<file path="src/hdl/bsvc_pkg.sv">
`timescale 1ns / 1ps

package bsvc_pkg;

	localparam int FUNC_W   = 2;
	localparam int SHAPE_W  = 6;
	localparam int VERT_W   = 12;
	localparam int POS_W    = 24;
	localparam int WEIGHT_W = 16;

	// weight fraction bits, also the shift from the accumulator back to Q12.12
	localparam int FRAC_SHIFT = 14;

	localparam int DEF_NUM_SHAPES   = 39;
	localparam int DEF_NUM_VERTICES = 4096;

	localparam logic [FUNC_W-1:0] FUNC_LOAD_NEUTRAL = 2'd0;
	localparam logic [FUNC_W-1:0] FUNC_LOAD_TARGET  = 2'd1;
	localparam logic [FUNC_W-1:0] FUNC_SET_WEIGHT   = 2'd2;
	localparam logic [FUNC_W-1:0] FUNC_COMPUTE      = 2'd3;

	localparam logic [POS_W-1:0] POS_MAX = {1'b0, {(POS_W-1){1'b1}}};
	localparam logic [POS_W-1:0] POS_MIN = {1'b1, {(POS_W-1){1'b0}}};

	typedef struct packed {
		logic [FUNC_W-1:0]          func;
		logic [SHAPE_W-1:0]         shape_index;
		logic [VERT_W-1:0]          vertex_index;
		logic signed [POS_W-1:0]    in_x;
		logic signed [POS_W-1:0]    in_y;
		logic signed [POS_W-1:0]    in_z;
		logic signed [WEIGHT_W-1:0] weight;
	} item_t;

	typedef struct packed {
		logic signed [POS_W-1:0] pos_x;
		logic signed [POS_W-1:0] pos_y;
		logic signed [POS_W-1:0] pos_z;
		logic                    saturated;
	} result_t;

	typedef struct packed {
		logic               load;
		logic               wr_neutral;
		logic               wr_weight;
		logic               wr_delta;
		logic               mac_issue;
		logic               acc_init;
		logic               finish;
		logic [SHAPE_W-1:0] cnt;
	} ctl_cmd_t;

	typedef struct packed {
		logic [FUNC_W-1:0] func;
		logic              vert_ok;
		logic              shape_ok;
	} dp_status_t;

endpackage

</file>
<file path="src/hdl/bsvc_controller.sv">
`timescale 1ns / 1ps

module bsvc_controller import bsvc_pkg::*; #(
	parameter int NUM_SHAPES = DEF_NUM_SHAPES
) (
	input  logic       clk,
	input  logic       arst_n,
	input  logic       start,
	input  dp_status_t status,
	output ctl_cmd_t   cmd,
	output logic       busy
);

	localparam logic [2:0] ST_IDLE   = 3'd0;
	localparam logic [2:0] ST_DECODE = 3'd1;
	localparam logic [2:0] ST_DELTA  = 3'd2;
	localparam logic [2:0] ST_MAC    = 3'd3;
	localparam logic [2:0] ST_DRAIN1 = 3'd4;
	localparam logic [2:0] ST_DRAIN2 = 3'd5;
	localparam logic [2:0] ST_ROUND  = 3'd6;

	localparam logic [SHAPE_W-1:0] LAST_SHAPE = SHAPE_W'(NUM_SHAPES - 1);

	logic [2:0]         state_q;
	logic [2:0]         state_d;
	logic [SHAPE_W-1:0] cnt_q;
	logic [SHAPE_W-1:0] cnt_d;

	assign busy = (state_q != ST_IDLE);

	always_comb begin
		state_d = state_q;
		cnt_d   = cnt_q;
		cmd     = '0;
		cmd.cnt = cnt_q;
		case (state_q)
			ST_IDLE: begin
				cmd.load = start;
				if (start) begin
					state_d = ST_DECODE;
				end
			end
			ST_DECODE: begin
				state_d = ST_IDLE;
				case (status.func)
					FUNC_LOAD_NEUTRAL: begin
						cmd.wr_neutral = status.vert_ok;
					end
					FUNC_SET_WEIGHT: begin
						cmd.wr_weight = status.shape_ok;
					end
					FUNC_LOAD_TARGET: begin
						// neutral read is issued this cycle, data lands next
						if (status.vert_ok && status.shape_ok) begin
							state_d = ST_DELTA;
						end
					end
					FUNC_COMPUTE: begin
						cnt_d = '0;
						if (status.vert_ok) begin
							state_d = ST_MAC;
						end
					end
					default: begin
						state_d = ST_IDLE;
					end
				endcase
			end
			ST_DELTA: begin
				cmd.wr_delta = 1'b1;
				state_d      = ST_IDLE;
			end
			ST_MAC: begin
				cmd.mac_issue = 1'b1;
				cmd.acc_init  = (cnt_q == '0);
				if (cnt_q == LAST_SHAPE) begin
					state_d = ST_DRAIN1;
				end else begin
					cnt_d = cnt_q + SHAPE_W'(1);
				end
			end
			ST_DRAIN1: begin
				state_d = ST_DRAIN2;
			end
			ST_DRAIN2: begin
				state_d = ST_ROUND;
			end
			ST_ROUND: begin
				cmd.finish = 1'b1;
				state_d    = ST_IDLE;
			end
			default: begin
				state_d = ST_IDLE;
			end
		endcase
	end

	always_ff @(posedge clk or negedge arst_n) begin
		if (!arst_n) begin
			state_q <= ST_IDLE;
			cnt_q   <= '0;
		end else begin
			state_q <= state_d;
			cnt_q   <= cnt_d;
		end
	end

endmodule

</file>
<file path="config.mk">
export PLATFORM = sky130hd
export DESIGN_NAME = bsvc_controller
export DESIGN_NICKNAME = d
export VERILOG_FILES = /design/src/hdl/bsvc_pkg.sv /design/src/hdl/bsvc_controller.sv
export SDC_FILE = /design/constraint.sdc
export NUM_CORES = 1
export LEC_CHECK = 0
export BUFFER_PORTS_ARGS = -buffer_cell sky130_fd_sc_hd__buf_2
export CAP_MARGIN = 40
export CORE_MARGIN = 1
export CORE_UTILIZATION = 42
export DETAILED_ROUTE_END_ITERATION = 12
export PLACE_DENSITY_LB_ADDON = 0.25
export SLEW_MARGIN = 10
export SYNTH_ARGS = -nofsm -noshare
export SYNTH_HDL_FRONTEND = slang
export SYNTH_SLANG_ARGS = --single-unit
</file>
<file path="constraint.sdc">
create_clock -name clk -period 1.4 [get_ports clk]
set_input_delay 0.28 -clock clk [delete_from_list [all_inputs] [get_ports clk]]
set_output_delay 0.28 -clock clk [all_outputs]
set_load 0.02 [all_outputs]
</file>
==> impl_metrics.py, run 1 <==
metrics = {
    "outcome": {
        "status": "finished, violations left",
        "violations": "negative setup slack",
    },
    "global_route": {
        "met2_usage": 0.566,
        "gr-total-overflow": 0,
        "grt.busiest_layer": "met2",
        "grt_max_degree": 10,
        "met3_usage": 0.0966,
        "grt_util_met1": 0.441,
        "antenna_found_initial": 0,
        "gr-usage-all-layers": 0.346,
        "grt_pass1_wl_mm": 3.44,
        "first_global_vias": 697,
    },
    "floorplan": {
        "io_pins": 21,
        "dieWidth_um": 39.7,
        "core_area_sq_um": 1320,
        "fp.dieArea_sq_um": 1570,
        "overall_die_height_um": 39.7,
        "initial_utilization": 0.452,
        "placement_rows": 13,
    },
    "flow_run": {
        "timing.max_cap.violations": 0,
    },
    "worst_setup_path": {
        "cp_max_fo": 2,
        "startpoint_type": "flip-flop",
        "cp_capture_type": "output pin",
        "arrival_ns": 1.66,
        "worstPathRequired_ns": 1.12,
        "criticalPathCategory": "reg -> out",
    },
    "finish": {
        "multi_input_comb_area_sq_um": 464,
        "antenna-diode-count": 0,
        "design.final.nets": 128,
        "n_fill_cell": 47,
        "syn_to_final_growth_pct": 103,
        "layout-drive-gt1-share": 0.709,
        "register_area_sq_um": 231,
    },
    "drt": {
        "totalWireLength_mm": 3.01,
        "firstDrtPassIters": 4,
        "postRouteAntennaNets": 0,
        "detail_route.drc_violations": 0,
        "route.detailed.wl_per_inst_um": 22.8,
        "routed-via-count": 843,
        "route.detailed.vias_per_inst": 6.39,
        "dr_iter_0_viols": 55,
    },
    "logic_synthesis": {
        "synth_cell_type_count": 26,
        "synth.top_cell.area_share": 0.378,
        "netlist_area_pre_place_sq_um": 596,
        "yosys.area.top_type": "sky130_fd_sc_hd__dfrtp_1",
        "ys_seq_elements": 9,
        "synth_area_leaders": "sky130_fd_sc_hd__dfrtp_1 38%, sky130_fd_sc_hd__ha_1 6.3%, sky130_fd_sc_hd__and3_1 5.3%",
        "synth.avg_cell_area_sq_um": 9.45,
        "synth_warnings": 0,
        "postSynthCellCount": 63,
        "synth.net_count": 73,
        "synth-seq-area-share": 0.378,
    },
    "place": {
        "place.port_buffers": 20,
        "pre_cts_setup_slack_ns": -0.292,
        "place.gp.congestion": 0.858,
        "place_hpwl_mm": 1.26,
    },
    "cts": {
        "tritoncts": "done",
        "worstSkewPairLatency_ns": 0.28,
        "cts-htree-levels": 1,
        "clock_path_buffers": 2,
        "cts.root.buffer_cell": "sky130_fd_sc_hd__clkbuf_4",
        "cts.reportedPaths.clkPinSlew_ns": 0.06,
        "clkSinkCount": 9,
        "cts_made_buffers": 3,
    },
    "pwr": {
        "power_leakage_nw": 0.558,
        "vdd_drop_max_mv": 1.16,
        "power-per-cell-area_nw_per_um2": 1280,
        "total_power_consumption_mw": 1.54,
        "total_switching_power_mw": 0.652,
        "clock_power_share": 0.140,
        "sw_frac_of_total": 0.423,
        "power.internal_mw": 0.891,
        "power.combinational.fraction": 0.626,
        "p_seq_frac": 0.234,
    },
    "timing": {
        "tmin_final_ns": 1.94,
        "setup_viol": 14,
        "layout_worst_path_cycle_share": 1.38,
        "tightest_slew_ns": 0.273,
        "setup_repair_after_global_routing_missed_its_margin": "true",
        "max_slew_violation_total_from_the_final_report": 0,
        "hold_viol_final": 0,
        "finalWorstSetupSlack_ns": -0.538,
        "max_frequency_mhz": 516,
        "clock_skew_after_layout_ns": 0.0110,
        "slew-limit-headroom": 0.818,
        "finalHoldWorstSlack_ns": 0.323,
    },
    "min_path": {
        "hp-class": "in -> reg",
    },
}
-- through the flow --
stage                     TNS, ns  instances   util  instance area [sq um]
after floorplan            -0.273         63      -                    619
after global placement     -0.271        112  0.642                    846
after detailed placement   -0.331        112  0.642                    846
after CTS                   -1.04        128  0.839                   1100
after global routing        -2.30        132  0.915                   1210
final                       -1.89        132  0.915                   1210
-- worst max-delay path: stages, from the launching register on --
cell	delay [ns]
sky130_fd_sc_hd__dfrtp_2	0.41
sky130_fd_sc_hd__inv_2	0.07
sky130_fd_sc_hd__ha_1	0.15
sky130_fd_sc_hd__or4b_4	0.47
sky130_fd_sc_hd__nor3_4	0.14
sky130_fd_sc_hd__buf_6	0.14
-- flip-flops by register name, indices dropped and copies added (netlist names) --
register / count
state_q: 3
cnt_q: 6
-- what timing repair did --
action	4_1_cts	5_1_grt
endpoints found under the setup margin	11	18
hold buffers	1	0
pin swaps	10	14
setup buffers	12	6
endpoints found under the hold margin	9	0
resized for setup	40	18
-- per-layer routing --
metal	wire length (um)	up-vias
li1	-	349
met3	291	20
met2	1370	60
met5	0	-
met1	1190	414
met4	161	0
-- worst paths after layout --
check	startpoint	end	slack [ns]	depth (start not counted)
setup / recovery	cnt_q[0]	cmd[7]	-0.54	5
min in group asynchronous	arst_n	cnt_q[5]	0.39	2
hold reg to reg	cnt_q[3]	cnt_q[3]	0.62	2
max in group asynchronous	arst_n	cnt_q[0]	0.80	2
hold / removal	status[1]	state_q[0]	0.32	2
setup reg to reg	state_q[1]	cnt_q[4]	-0.16	6
-- power by group through the flow --
stage,Combinational [mW],Sequential [mW],Clock (mW)
after floorplan,0.247,0.431,0
after global placement,0.591,0.357,0
after detailed placement,0.603,0.360,0
after CTS,0.796,0.355,0.204
after global routing,0.993,0.365,0.225
final,0.967,0.361,0.216
-- cell type report --
cell class                 count  share of cell area
clock buffer                   4              0.0218
inverter                       7              0.0301
multi-input combinational     46               0.385
sequential                     9               0.192
tap                           15              0.0156
timing repair buffer          51               0.356
-- cells in the mapped netlist --
cell type / n
sky130_fd_sc_hd__o211ai_1: 4
sky130_fd_sc_hd__dfrtp_1: 9
sky130_fd_sc_hd__mux2i_1: 3
sky130_fd_sc_hd__o32ai_1: 1
sky130_fd_sc_hd__inv_1: 6
sky130_fd_sc_hd__inv_2: 1
sky130_fd_sc_hd__a311o_1: 1
sky130_fd_sc_hd__nand2_1: 2
sky130_fd_sc_hd__or4b_1: 1
sky130_fd_sc_hd__nand4bb_4: 1
sky130_fd_sc_hd__ha_1: 3
sky130_fd_sc_hd__nor3_1: 3
sky130_fd_sc_hd__nand3_1: 2
sky130_fd_sc_hd__o21a_1: 1
sky130_fd_sc_hd__nand4_1: 1
sky130_fd_sc_hd__or3_1: 2
sky130_fd_sc_hd__and3_2: 1
sky130_fd_sc_hd__o21ai_0: 6
sky130_fd_sc_hd__a21oi_1: 2
sky130_fd_sc_hd__o31ai_1: 1
sky130_fd_sc_hd__and3_1: 5
sky130_fd_sc_hd__a221oi_1: 1
sky130_fd_sc_hd__nor2_1: 3
sky130_fd_sc_hd__buf_2: 1
sky130_fd_sc_hd__nand4b_1: 1
sky130_fd_sc_hd__nand4bb_1: 1
-- kinds of logic after synthesis --
group | after synthesis | share of synthesized area
AND/OR/NAND/NOR | 23 | 0.267
buffers and inverters | 8 | 0.0525
flip-flops | 9 | 0.378
AO/OA/AOI/OAI | 17 | 0.189
multiplexers | 3 | 0.0504
adder cells (fa/ha/maj) | 3 | 0.0630
-- cells in the final DEF, fill, tap and decap left out, drive strengths merged, types with 2 or more instances in the layout --
cell	netlist	routed
o21ai	6	6
or3	2	2
nor3	3	3
ha	3	3
o211ai	4	4
clkbuf	0	4
and3	6	6
inv	7	7
nor2	3	3
buf	1	50
dfrtp	9	9
mux2i	3	3
nand2	2	2
nand3	2	2
a21oi	2	2
nand4bb	2	2
No activity file was read; power rests on OpenSTA's default activity.
==> run 2, diff against run 1 <==
REMOVE_ABC_BUFFERS = 1   (was unset)
SETUP_SLACK_MARGIN = 0.3   (was unset)
==> run 2 against run 1 <==
The run now fails in global routing (5_1_grt). Synthesized cell count did not move. Area after synthesis did not move.
==> impl_metrics.py, run 2 <==
metrics = {
    "outcome": {
        "status": "aborted with a tool error",
        "outcome.stop_stage": "global routing (5_1_grt)",
        "error": "[ERROR DPL-0033] detailed placement checks failed during check placement.",
    },
    "place": {
        "place_hpwl_mm": 1.18,
        "place.gp.congestion": 0.811,
        "place.port_buffers": 20,
    },
    "logic_synthesis": {
        "ys.flop_type": "sky130_fd_sc_hd__dfrtp_1",
        "synth.avg_cell_area_sq_um": 9.45,
        "edff_count_synth": 0,
        "synth_compound_area_frac": 0.189,
        "yosys-mux-area-fraction": 0.0504,
        "synth_area_leaders": "sky130_fd_sc_hd__dfrtp_1 38%, sky130_fd_sc_hd__ha_1 6.3%, sky130_fd_sc_hd__and3_1 5.3%",
        "post_synth_xor_area_fraction": 0,
        "ys_seq_elements": 9,
        "synth-seq-area-share": 0.378,
        "postSynthCellCount": 63,
        "yosys.area.top_type": "sky130_fd_sc_hd__dfrtp_1",
        "netlist_area_pre_place_sq_um": 596,
        "top_count_cell_post_synth": "sky130_fd_sc_hd__dfrtp_1",
        "synth-async-reset-ratio": 1.00,
        "synth_warnings": 0,
        "synth_simple_gate_area_share": 0.267,
        "synth_fa_ha_area_frac": 0.0630,
        "yosys-top-cells-count": "9 x sky130_fd_sc_hd__dfrtp_1, 6 x sky130_fd_sc_hd__inv_1, 6 x sky130_fd_sc_hd__o21ai_0, 5 x sky130_fd_sc_hd__and3_1, 4 x sky130_fd_sc_hd__o211ai_1",
        "synth_top_family_by_area": "simple AND/OR/NAND/NOR gates",
        "synth.top_cell.area_share": 0.378,
        "synth_cell_type_count": 26,
    },
    "floorplan": {
        "placement_rows": 13,
        "io_pins": 21,
        "dieWidth_um": 39.7,
        "initial_utilization": 0.452,
        "overall_die_height_um": 39.7,
    },
    "cts": {
        "cts-htree-levels": 1,
        "cts.root.buffer_cell": "sky130_fd_sc_hd__clkbuf_4",
        "clkSinkCount": 9,
        "clock_path_buffers": 2,
        "cts_made_buffers": 3,
    },
    "timing": {
        "worst_endpoint": "cmd[7]",
        "worst-ep-kind": "top-level output",
    },
    "global_route": {
        "antenna_found_initial": 0,
        "grt_max_degree": 10,
    },
}
run 2: cell families after synthesis:
logic type | after synthesis
and+or+nand+nor | 23
AOI/OAI and AO/OA | 17
DFF | 9
buffers and inverters | 8
muxes | 3
adders and majority gates | 3
run 2: what timing repair did:
item,4_1_cts
gates resized for setup,64
endpoints found under the hold margin,9
setup buffers,13
hold buffers,1
setup endpoints to repair,23
pin swaps,13
run 2: metrics by stage:
step | setup WS, ns | instance area, sq um | cells | utilization
after floorplan | -0.485 | 591 | 62 | -
after global placement | -0.193 | 815 | 111 | 0.618
after detailed placement | -0.194 | 815 | 111 | 0.618
after CTS | -0.494 | 1170 | 129 | 0.887
==> run 3, diff against run 2 <==
CORE_AREA = 2 2 63 65   (was unset)
CORE_MARGIN = unset   (was 1)
CORE_UTILIZATION = unset   (was 42)
DIE_AREA = 0 0 65 67   (was unset)
PLACE_DENSITY_LB_ADDON = 0.15   (was 0.25)
SETUP_SLACK_MARGIN = unset   (was 0.3)
clock period = 1.82 ns   (was 1.4 ns; I/O delays follow)
==> run 3 against run 2 <==
The flow now finishes, with violations (negative setup slack).
==> impl_metrics.py, run 3 (same netlist as run 1, synthesis figures left out) <==
metrics = {
    "pwr": {
        "power_leakage_nw": 0.425,
        "total_power_consumption_mw": 0.909,
        "vdd_drop_max_mv": 0.249,
        "power-per-cell-area_nw_per_um2": 1050,
    },
    "cts": {
        "cts.reportedPaths.clkPinSlew_ns": 0.05,
        "cts.root.buffer_cell": "sky130_fd_sc_hd__clkbuf_8",
        "cts-htree-levels": 1,
        "tritoncts": "done",
        "clkSinkCount": 9,
        "worstSkewPairLatency_ns": 0.24,
        "cts_made_buffers": 3,
        "number_of_setup_buffers_added_after_cts": 0,
        "clock_path_buffers": 2,
    },
    "timing": {
        "hold_viol_final": 0,
        "max_slew_violation_total_from_the_final_report": 0,
        "finalWorstSetupSlack_ns": -0.100,
        "tightest_slew_ns": 0.257,
        "setup_viol": 1,
        "layout_worst_path_cycle_share": 1.05,
        "slew-limit-headroom": 0.828,
        "clock_skew_after_layout_ns": 0.00224,
        "setup_repair_after_global_routing_missed_its_margin": "true",
        "tmin_final_ns": 1.92,
        "max_frequency_mhz": 521,
        "fin_setup_tns_ns": -0.100,
    },
    "place": {
        "dpl_cell_area_sq_um": 788,
        "place_hpwl_mm": 1.39,
        "place.port_buffers": 20,
        "place.gp.congestion": 0.715,
    },
    "drt": {
        "routed-via-count": 600,
        "postRouteAntennaNets": 0,
        "totalWireLength_mm": 1.80,
        "dr_iter_0_viols": 23,
        "route.detailed.vias_per_inst": 4.29,
        "route.detailed.wl_per_inst_um": 12.9,
        "detail_route.drc_violations": 0,
        "firstDrtPassIters": 4,
    },
    "global_route": {
        "gr-usage-all-layers": 0.0947,
        "gr-total-overflow": 0,
        "antenna_found_initial": 0,
        "grt_pass1_wl_mm": 3.06,
        "first_global_vias": 661,
        "grt_max_degree": 10,
    },
    "finish": {
        "largest-register": "cnt_q",
        "largest_register_ffs": 6,
        "layout-drive-gt1-share": 0.380,
        "antenna-diode-count": 0,
        "n_fill_cell": 403,
        "layout_common_cells": "19 x sky130_fd_sc_hd__buf_2, 9 x sky130_fd_sc_hd__dfrtp_1, 6 x sky130_fd_sc_hd__o21ai_0, 5 x sky130_fd_sc_hd__and3_1, 5 x sky130_fd_sc_hd__buf_4",
        "design_area_sq_um": 865,
        "design.final.nets": 103,
        "syn_to_final_growth_pct": 45.2,
        "mostFrequentLayoutCell": "sky130_fd_sc_hd__buf_2",
        "layout_top_registers": "cnt_q (6), state_q (3)",
    },
    "worst_setup_path": {
        "cp_capture_type": "output pin",
        "critical_path.endpoint": "cmd[7]",
        "rr_startpoint": "cnt_q[3]",
        "r2r_slack_ns": 0.36,
        "r2r-end": "state_q[0]",
        "cp_max_fo": 2,
        "critPathLaunch": "cnt_q[1]",
        "startpoint_type": "flip-flop",
        "timing.reg2reg.worst_path_depth": 4,
        "arrival_ns": 1.56,
        "worstPathRequired_ns": 1.46,
        "criticalPathCategory": "reg -> out",
    },
    "floorplan": {
        "placement_rows": 22,
        "dieWidth_um": 65,
        "fp.dieArea_sq_um": 4360,
        "overall_die_height_um": 67,
        "initial_utilization": 0.165,
        "core_area_sq_um": 3610,
        "io_pins": 21,
    },
    "flow_run": {
        "timing.max_cap.violations": 0,
    },
    "outcome": {
        "status": "finished, violations left",
        "violations": "negative setup slack",
    },
    "min_path": {
        "hp-class": "in -> reg",
    },
}
## run 3: layout make-up
| cell class | instances | area, sq um | share of cell area |
|---|---|---|---|
| multi-input combinational | 46 | 354 | 0.410 |
| sequential | 9 | 225 | 0.260 |
| timing repair buffer | 26 | 154 | 0.178 |
| tap | 48 | 60.1 | 0.0695 |
| clock buffer | 4 | 45.0 | 0.0521 |
| inverter | 7 | 26.3 | 0.0304 |
## run 3: report_power, final
group | internal, mW | total [mW] | switching (mW)
clock network | 0.154 | 0.244 | 0.0899
logic | 0.163 | 0.389 | 0.226
registers | 0.237 | 0.277 | 0.0395
## run 3: timing repair
item | 4_1_cts | 5_1_grt
resized for setup | 5 | 2
hold endpoints to repair | 9 | 0
endpoints found under the setup margin | 1 | 2
hold buffers | 1 | 0
## run 3: how the worst min path moves through the flow
stage | from | end | slack [ns] | depth (start not counted)
after floorplan | arst_n | cnt_q[0] | 0.07 | 0
after global placement | arst_n | cnt_q[1] | 0.24 | 1
after detailed placement | arst_n | cnt_q[1] | 0.24 | 1
after CTS | status[1] | state_q[0] | 0.42 | 2
after global routing | status[1] | state_q[0] | 0.45 | 2
final | status[1] | state_q[0] | 0.42 | 2
## run 3: worst max-delay path, stage by stage, from the launching register on
cell	delay, ns
sky130_fd_sc_hd__dfrtp_1	0.39
sky130_fd_sc_hd__inv_2	0.06
sky130_fd_sc_hd__ha_1	0.13
sky130_fd_sc_hd__or4b_4	0.47
sky130_fd_sc_hd__nor3_4	0.13
sky130_fd_sc_hd__buf_6	0.14
## run 3: per-stage QoR
stage | instances | utilization | hold WS (ns) | worst slack, ns
6_report | 140 | 0.240 | 0.422 | -0.100
2_1_floorplan | 62 | - | 0.0684 | -0.149
3_3_place_gp | 135 | 0.219 | 0.238 | 0.110
4_1_cts | 140 | 0.237 | 0.417 | -0.102
3_5_place_dp | 135 | 0.219 | 0.242 | 0.104
5_1_grt | 140 | 0.240 | 0.445 | -0.183
## run 3: layer usage
layer | global-route usage | vias to the layer above | part of all wire
met5 | 0 | - | 0
met4 | 0.0638 | 0 | 0.026
met3 | 0.0220 | 4 | 0.052
met2 | 0.148 | 22 | 0.45
met1 | 0.115 | 280 | 0.47
li1 | - | 294 | -
